===== config.mk =====
export PLATFORM = sky130hd
export DESIGN_NAME = positional_insert_delete_list
export DESIGN_NICKNAME = d
export VERILOG_FILES = /design/src/hdl/pidl_pkg.sv /design/src/hdl/pidl_cell.sv /design/src/hdl/pidl_ctrl.sv /design/src/hdl/positional_insert_delete_list.sv
export SDC_FILE = /design/constraint.sdc
export NUM_CORES = 2
export LEC_CHECK = 0
export BUFFER_PORTS_ARGS = -buffer_cell sky130_fd_sc_hd__buf_4
export CAP_MARGIN = 20
export CORE_MARGIN = 2
export CORE_UTILIZATION = 30
export DETAILED_ROUTE_END_ITERATION = 16
export PLACE_DENSITY = 0.44
export SYNTH_ARGS = -nofsm -noshare
export SYNTH_HDL_FRONTEND = slang
export SYNTH_SLANG_ARGS = --single-unit

===== constraint.sdc =====
create_clock -name clock -period 6 [get_ports clock]
set_input_delay 0.3 -clock clock [delete_from_list [all_inputs] [get_ports clock]]
set_output_delay 0.3 -clock clock [all_outputs]
set_load 0.01 [all_outputs]

===== src/hdl/pidl_pkg.sv =====
// Package with the types, codes and sizes shared by the positional list block.
`timescale 1ns / 1ps

package pidl_pkg;

   // Number of cells in the row.
   localparam int CAPACITY = 16;
   // Cell index width and live-count width.
   localparam int IDX_W = $clog2(CAPACITY);
   localparam int CNT_W = $clog2(CAPACITY + 1);

   // Fixed field widths of the two channels.
   localparam int OPC_W = 3;
   localparam int POS_W = 5;
   localparam int VAL_W = 32;
   localparam int STS_W = 2;
   localparam int OCNT_W = 5;

   typedef enum logic [OPC_W-1:0] {
      OP_INSERT      = 3'd0,
      OP_APPEND      = 3'd1,
      OP_REMOVE      = 3'd2,
      OP_REMOVE_LAST = 3'd3,
      OP_SEARCH      = 3'd4
   } opcode_type;

   typedef enum logic [STS_W-1:0] {
      ST_OK      = 2'd0,
      ST_BAD_POS = 2'd1,
      ST_FULL    = 2'd2,
      ST_EMPTY   = 2'd3
   } status_type;

   // What a cell takes in at the next edge.
   typedef enum logic [1:0] {
      SEL_HOLD       = 2'd0,
      SEL_LOAD       = 2'd1,
      SEL_FROM_LOWER = 2'd2,
      SEL_FROM_UPPER = 2'd3
   } cell_sel_type;

   // Decoded outcome of one request beat.
   typedef struct packed {
      status_type       status;
      logic             search;
      logic [CNT_W-1:0] count_next;
   } ctrl_res_type;

endpackage


===== src/hdl/pidl_cell.sv =====
// One storage cell of the list row: holds, loads, or takes a neighbor's word.
`timescale 1ns / 1ps

module pidl_cell
   import pidl_pkg::*;
(
   input  logic                    clock,
   input  cell_sel_type            sel,
   input  logic signed [VAL_W-1:0] lower_value,
   input  logic signed [VAL_W-1:0] upper_value,
   input  logic signed [VAL_W-1:0] load_value,
   input  logic signed [VAL_W-1:0] key,
   output logic signed [VAL_W-1:0] value,
   output logic                    match
);

   logic signed [VAL_W-1:0] value_ff;
   logic signed [VAL_W-1:0] value_in;

   always_comb begin
      case (sel)
         SEL_LOAD:       value_in = load_value;
         SEL_FROM_LOWER: value_in = lower_value;
         SEL_FROM_UPPER: value_in = upper_value;
         default:        value_in = value_ff;
      endcase
   end

   always_ff @(posedge clock) begin
      value_ff <= value_in;
   end

   assign value = value_ff;
   assign match = (value_ff == key);

endmodule


===== src/hdl/pidl_ctrl.sv =====
// Request decoder: checks bounds, picks the new count and steers every cell.
`timescale 1ns / 1ps

module pidl_ctrl
   import pidl_pkg::*;
(
   input  logic                             fire,
   input  logic [OPC_W-1:0]                 opcode,
   input  logic [POS_W-1:0]                 position,
   input  logic [CNT_W-1:0]                 count,
   output ctrl_res_type                     res,
   output cell_sel_type [CAPACITY-1:0]      sel
);

   localparam int CMP_W = (POS_W > CNT_W) ? POS_W : CNT_W;

   logic [CMP_W-1:0] pos_x;
   logic [CMP_W-1:0] cnt_x;
   logic             full;
   logic             empty;

   assign pos_x = CMP_W'(position);
   assign cnt_x = CMP_W'(count);
   assign full  = (count >= CNT_W'(CAPACITY));
   assign empty = (count == '0);

   always_comb begin
      res.status     = ST_OK;
      res.search     = 1'b0;
      res.count_next = count;
      for (int i = 0; i < CAPACITY; i++) begin
         sel[i] = SEL_HOLD;
      end
      case (opcode)
         OP_INSERT: begin
            if (full) begin
               res.status = ST_FULL;
            end else if (pos_x > cnt_x) begin
               res.status = ST_BAD_POS;
            end else begin
               res.count_next = count + 1'b1;
               // Cells from the position up to the old end move up one place.
               for (int i = 0; i < CAPACITY; i++) begin
                  if (CMP_W'(i) == pos_x) begin
                     sel[i] = SEL_LOAD;
                  end else if (CMP_W'(i) > pos_x && CMP_W'(i) <= cnt_x) begin
                     sel[i] = SEL_FROM_LOWER;
                  end
               end
            end
         end
         OP_APPEND: begin
            if (full) begin
               res.status = ST_FULL;
            end else begin
               res.count_next = count + 1'b1;
               for (int i = 0; i < CAPACITY; i++) begin
                  if (CMP_W'(i) == cnt_x) begin
                     sel[i] = SEL_LOAD;
                  end
               end
            end
         end
         OP_REMOVE: begin
            if (empty) begin
               res.status = ST_EMPTY;
            end else if (pos_x >= cnt_x) begin
               res.status = ST_BAD_POS;
            end else begin
               res.count_next = count - 1'b1;
               // The old last cell keeps a stale word; it is no longer live.
               for (int i = 0; i < CAPACITY; i++) begin
                  if (CMP_W'(i) >= pos_x && CMP_W'(i) + 1'b1 < cnt_x) begin
                     sel[i] = SEL_FROM_UPPER;
                  end
               end
            end
         end
         OP_REMOVE_LAST: begin
            if (empty) begin
               res.status = ST_EMPTY;
            end else begin
               res.count_next = count - 1'b1;
            end
         end
         OP_SEARCH: begin
            res.search = 1'b1;
         end
         default: begin
            res.status = ST_OK;
         end
      endcase
      if (!fire) begin
         for (int i = 0; i < CAPACITY; i++) begin
            sel[i] = SEL_HOLD;
         end
         res.count_next = count;
      end
   end

endmodule


===== src/hdl/positional_insert_delete_list.sv =====
// Top level of the positional list: cell row, count register and result stages.
// A request beat passes the first stage register and then the output register, which
// holds the result beat until rsp_ready takes it. Throughput: one beat per cycle while
// rsp_ready does not stall them; the whole cell row shifts, holds or loads at once.
// The middle entry is read from the updated row once the first stage moves on, then registered.
// Reset clears the live count and both valid flags; cell contents stay undefined.
`timescale 1ns / 1ps

module positional_insert_delete_list
   import pidl_pkg::*;
(
   input  logic                     clock,
   input  logic                     reset,
   input  logic                     req_valid,
   output logic                     req_ready,
   input  logic [OPC_W-1:0]         req_opcode,
   input  logic [POS_W-1:0]         req_position,
   input  logic signed [VAL_W-1:0]  req_item_value,
   output logic                     rsp_valid,
   input  logic                     rsp_ready,
   output logic [STS_W-1:0]         rsp_status,
   output logic                     rsp_found,
   output logic [OCNT_W-1:0]        rsp_count,
   output logic signed [VAL_W-1:0]  rsp_middle_value
);

   logic                        fire;
   logic                        s1_advance;
   ctrl_res_type                res;
   cell_sel_type [CAPACITY-1:0] sel;
   logic signed [VAL_W-1:0]     cell_value [CAPACITY];
   logic [CAPACITY-1:0]         cell_match;
   logic                        hit;
   logic [IDX_W-1:0]            mid_idx;
   logic signed [VAL_W-1:0]     middle;

   logic [CNT_W-1:0]            count_ff;
   logic [CNT_W-1:0]            count_in;
   logic                        s1_valid_ff;
   logic                        s1_valid_in;
   status_type                  s1_status_ff;
   logic                        s1_found_ff;
   logic                        rsp_valid_ff;
   logic                        rsp_valid_in;
   status_type                  rsp_status_ff;
   logic                        rsp_found_ff;
   logic [CNT_W-1:0]            rsp_count_ff;
   logic signed [VAL_W-1:0]     rsp_middle_ff;

   // The first stage may only move on when the output register is free.
   assign s1_advance = s1_valid_ff && (!rsp_valid_ff || rsp_ready);
   assign req_ready  = !s1_valid_ff || s1_advance;
   assign fire       = req_valid && req_ready;

   pidl_ctrl u_ctrl (
      .fire     (fire),
      .opcode   (req_opcode),
      .position (req_position),
      .count    (count_ff),
      .res      (res),
      .sel      (sel)
   );

   for (genvar g = 0; g < CAPACITY; g++) begin : g_cell
      logic signed [VAL_W-1:0] lower;
      logic signed [VAL_W-1:0] upper;
      if (g == 0) begin : g_first
         assign lower = '0;
      end else begin : g_mid_lo
         assign lower = cell_value[g-1];
      end
      if (g == CAPACITY - 1) begin : g_last
         assign upper = '0;
      end else begin : g_mid_hi
         assign upper = cell_value[g+1];
      end
      pidl_cell u_cell (
         .clock       (clock),
         .sel         (sel[g]),
         .lower_value (lower),
         .upper_value (upper),
         .load_value  (req_item_value),
         .key         (req_item_value),
         .value       (cell_value[g]),
         .match       (cell_match[g])
      );
   end

   // Search looks only at live cells, before this beat changes anything.
   always_comb begin
      hit = 1'b0;
      for (int i = 0; i < CAPACITY; i++) begin
         if (cell_match[i] && CNT_W'(i) < count_ff) begin
            hit = 1'b1;
         end
      end
   end

   assign mid_idx = IDX_W'(count_ff >> 1);
   assign middle  = (count_ff == '0) ? '0 : cell_value[mid_idx];

   assign count_in     = res.count_next;
   assign s1_valid_in  = fire || (s1_valid_ff && !s1_advance);
   assign rsp_valid_in = s1_advance || (rsp_valid_ff && !rsp_ready);

   always_ff @(posedge clock) begin
      if (reset) begin
         count_ff     <= '0;
         s1_valid_ff  <= 1'b0;
         rsp_valid_ff <= 1'b0;
      end else begin
         count_ff     <= count_in;
         s1_valid_ff  <= s1_valid_in;
         rsp_valid_ff <= rsp_valid_in;
      end
   end

   always_ff @(posedge clock) begin
      if (fire) begin
         s1_status_ff <= res.status;
         s1_found_ff  <= res.search && hit;
      end
      // The row already holds this beat's result, since nothing new entered behind it.
      if (s1_advance) begin
         rsp_status_ff <= s1_status_ff;
         rsp_found_ff  <= s1_found_ff;
         rsp_count_ff  <= count_ff;
         rsp_middle_ff <= middle;
      end
   end

   assign rsp_valid        = rsp_valid_ff;
   assign rsp_status       = rsp_status_ff;
   assign rsp_found        = rsp_found_ff;
   assign rsp_count        = OCNT_W'(rsp_count_ff);
   assign rsp_middle_value = rsp_middle_ff;

   a_count_bound: assert property (@(posedge clock) disable iff (reset)
      count_ff <= CNT_W'(CAPACITY))
      else $error("live count beyond capacity");

   a_reject_keeps_count: assert property (@(posedge clock) disable iff (reset)
      fire && res.status != ST_OK |=> count_ff == $past(count_ff))
      else $error("rejected beat changed the count");

   a_rsp_count: assert property (@(posedge clock) disable iff (reset)
      s1_advance |=> rsp_count_ff == $past(count_ff))
      else $error("result count does not match list");

   a_found_ok: assert property (@(posedge clock) disable iff (reset)
      rsp_valid_ff && rsp_found_ff |-> rsp_status_ff == ST_OK)
      else $error("hit reported with error status");

   a_empty_mid: assert property (@(posedge clock) disable iff (reset)
      rsp_valid_ff && rsp_count_ff == '0 |-> rsp_middle_ff == '0)
      else $error("empty list gave nonzero middle");

endmodule

==> impl_metrics.toml <==
[global_route]
grt_pass1_vias = 27800
antenna_found_initial = 13
grt.total_usage = 0.248
grt.overflow.total = 0
grt_max_degree = 109
grt_pass1_wl_mm = 233

[synth]
synthArstFlopShare = 0
ys_seq_area_frac = 0.435
synthTopCellsByArea = "edfxtp_1 43%, mux2i_1 10%, mux4_2 9.3%"
yosysWarnings = 0
synthCells = 3617
yosysUniqueCellTypes = 68
yosysTopAreaCellShare = 0.432
syn-num-nets = 3671
synth_edf_count = 555
synthesis.area_mm2 = 0.0386
ys.flop_type = "edfxtp_1"
synth-seq-cells = 562
synth.largest_area_cell = "edfxtp_1"
synth_most_common_cell = "edfxtp_1"
synth_common_cells = "555 x edfxtp_1, 421 x nand2_1, 385 x mux2i_1"
syn_area_per_cell_um2 = 10.7

[finish]
fin_nets = 3569
area_delta_synth_final_pct = 12.3
fillerInstances = 12700
drive_above_1_share = 0.146

[power]
ir_drop_mv = 0.167
power_leakage_uw = 0.0163
p_per_area_mw_per_mm2 = 230
p_total_uw = 9950

[timing]
finalCritPeriodShare = 0.773
relSlewSlack = 0.204
fin_setup_tns_ps = 0
setup_viol = 0
timing.final.crit_period_ps = 4640
fmax_mhz = 216
finalHoldViolCount = 0
skew_ps = 34.5
tightestPinTransition_ps = 1180
maxSlewViolCount = 0
hold-worst-slack_ps = 87.2
rsz0062_at_grt = "no"

[place]
dpl.hpwl_mm = 119
port_buffers = 85
place_congestion = 0.942

[cts]
cts_sinks = 562
cts_setup_buffers = 0
cts_tree = "done"
clk_latency_ps = 660
htreeDepth = 3
cts_buffers = 72
cts_root_buf = "clkbuf_16"
cts-resized-gates = 0
clkTransAtPathRegs_ps = 50
clock_path_buffers = 3

[route]
drt_iter0_drc = 3595
num_vias = 29400
wl_per_cell_um = 31.7
final_antenna_net_count = 0
viasPerCell = 5.61
wl_mm = 166
drc = 0
dr.pass1.iters = 6

[worst_setup_path]
required_ps = 6350
critPathMaxFanout = 33
cp-start-kind = "flip-flop"
endpoint_kind = "flip-flop"
crit_arrival_ps = 4980
path_class = "flip-flop to flip-flop"

[floorplan]
design.die.area_mm2 = 0.132
die_h_um = 363
pin_count = 86
die_w_um = 363
initial_core_util = 0.302
core_mm2 = 0.128
num_rows = 131

[hold_path]
hold_class = "input pin to flip-flop"

[job]
drv_cap = 0

[status]
outcome = "finished, final reports clean"
[through the flow]
step / cell area (um2) / std cells / setup WS [ps] / utilization
after global routing: 43300 / 5233 / 1110 / 0.339
final: 43300 / 5239 / 1360 / 0.339
after detailed placement: 40900 / 5095 / 1370 / 0.320
after CTS: 43200 / 5229 / 1360 / 0.339
after floorplan: 38600 / 3617 / 86.0 / -
after global placement: 40800 / 5091 / 1430 / 0.320
[cells in the final DEF, fill, tap and decap left out, types with 15 or more instances in the layout]
| cell type | count |
|---|---|
| clkbuf_1 | 21 |
| a21oi_1 | 215 |
| xor2_1 | 266 |
| mux2i_1 | 385 |
| clkbuf_16 | 75 |
| mux4_2 | 160 |
| buf_4 | 151 |
| nor2b_1 | 38 |
| o21ai_0 | 217 |
| mux2_2 | 32 |
| nand3_1 | 15 |
| o21ai_1 | 21 |
| nor2_1 | 285 |
| nand4_1 | 82 |
| a31oi_1 | 67 |
| edfxtp_1 | 555 |
| nor3_1 | 20 |
| nor4_1 | 86 |
| xnor2_1 | 249 |
| nand2_1 | 419 |
[power by group]
part / switching (uW) / total, uW / leakage [uW] / internal [uW]
clock: 1850 / 4450 / 0.00113 / 2600
sequential: 18.0 / 4370 / 0.00508 / 4350
combinational: 751 / 1140 / 0.0100 / 386
[worst paths after layout]
path	to	slack, ps	cells past startpoint	start
worst min-delay path	s1_status_ff[0]	90	2	req_opcode[2]
worst min register to register	rsp_status[1]	420	0	s1_status_ff[1]
worst max register to register	g_cell[12].u_cell.value[20]	1360	10	count_ff[0]
worst max-delay path	g_cell[12].u_cell.value[20]	1360	10	count_ff[0]
[worst max-delay path, stage by stage (launching register included)]
cell and delay, ps:
dfxtp_1 580, inv_1 230, ha_1 280, or3_4 380
o31ai_4 240, nand2_2 230, nor3_4 760, a31oi_4 140
buf_4 360, a21oi_4 830, buf_4 290
[repair_timing]
action,in CTS,in global routing
endpoints found under the hold margin,7,0
endpoints found under the setup margin,0,0
hold buffers,4,0
[final cells by class]
| cell class | instances | area [um2] | share of cell area |
|---|---|---|---|
| sequential | 562 | 16800 | 0.388 |
| inverter | 15 | 56.3 | 0.00130 |
| tap | 1662 | 2080 | 0.0480 |
| antenna | 6 | 15.0 | 0.000347 |
| clock inverter | 30 | 300 | 0.00693 |
| clock buffer | 100 | 2010 | 0.0464 |
| timing repair buffer | 166 | 1360 | 0.0313 |
| multi-input combinational | 2698 | 20700 | 0.478 |
[flip-flops by register name, indices dropped and copies added, names as in the netlist]
register             cells
rsp_status               2
rsp_count                5
rsp_valid                1
rsp_found                1
count_ff                 5
s1_status_ff             2
s1_found_ff              1
g_cell.u_cell.value    512
rsp_middle_value        32
s1_valid_ff              1
[per-layer routing]
layer | up-vias | routed length [um] | part of all wire | track usage
li1 | 13100 | - | - | -
met1 | 14800 | 72600 | 0.44 | 0.349
met2 | 1306 | 74200 | 0.45 | 0.381
met3 | 177 | 14000 | 0.084 | 0.0515
met4 | 8 | 5260 | 0.032 | 0.0787
met5 | - | 55 | 0.00033 | 0
[cell families after synthesis]
group / after synthesis / synth area share
simple gates: 1000 / 0.116
compound gates: 596 / 0.0867
mux: 577 / 0.203
flops: 562 / 0.435
xor+xnor: 515 / 0.117
buf+inv: 357 / 0.0395
fa+ha+maj: 10 / 0.00324
(Power assumes the default switching activity.)
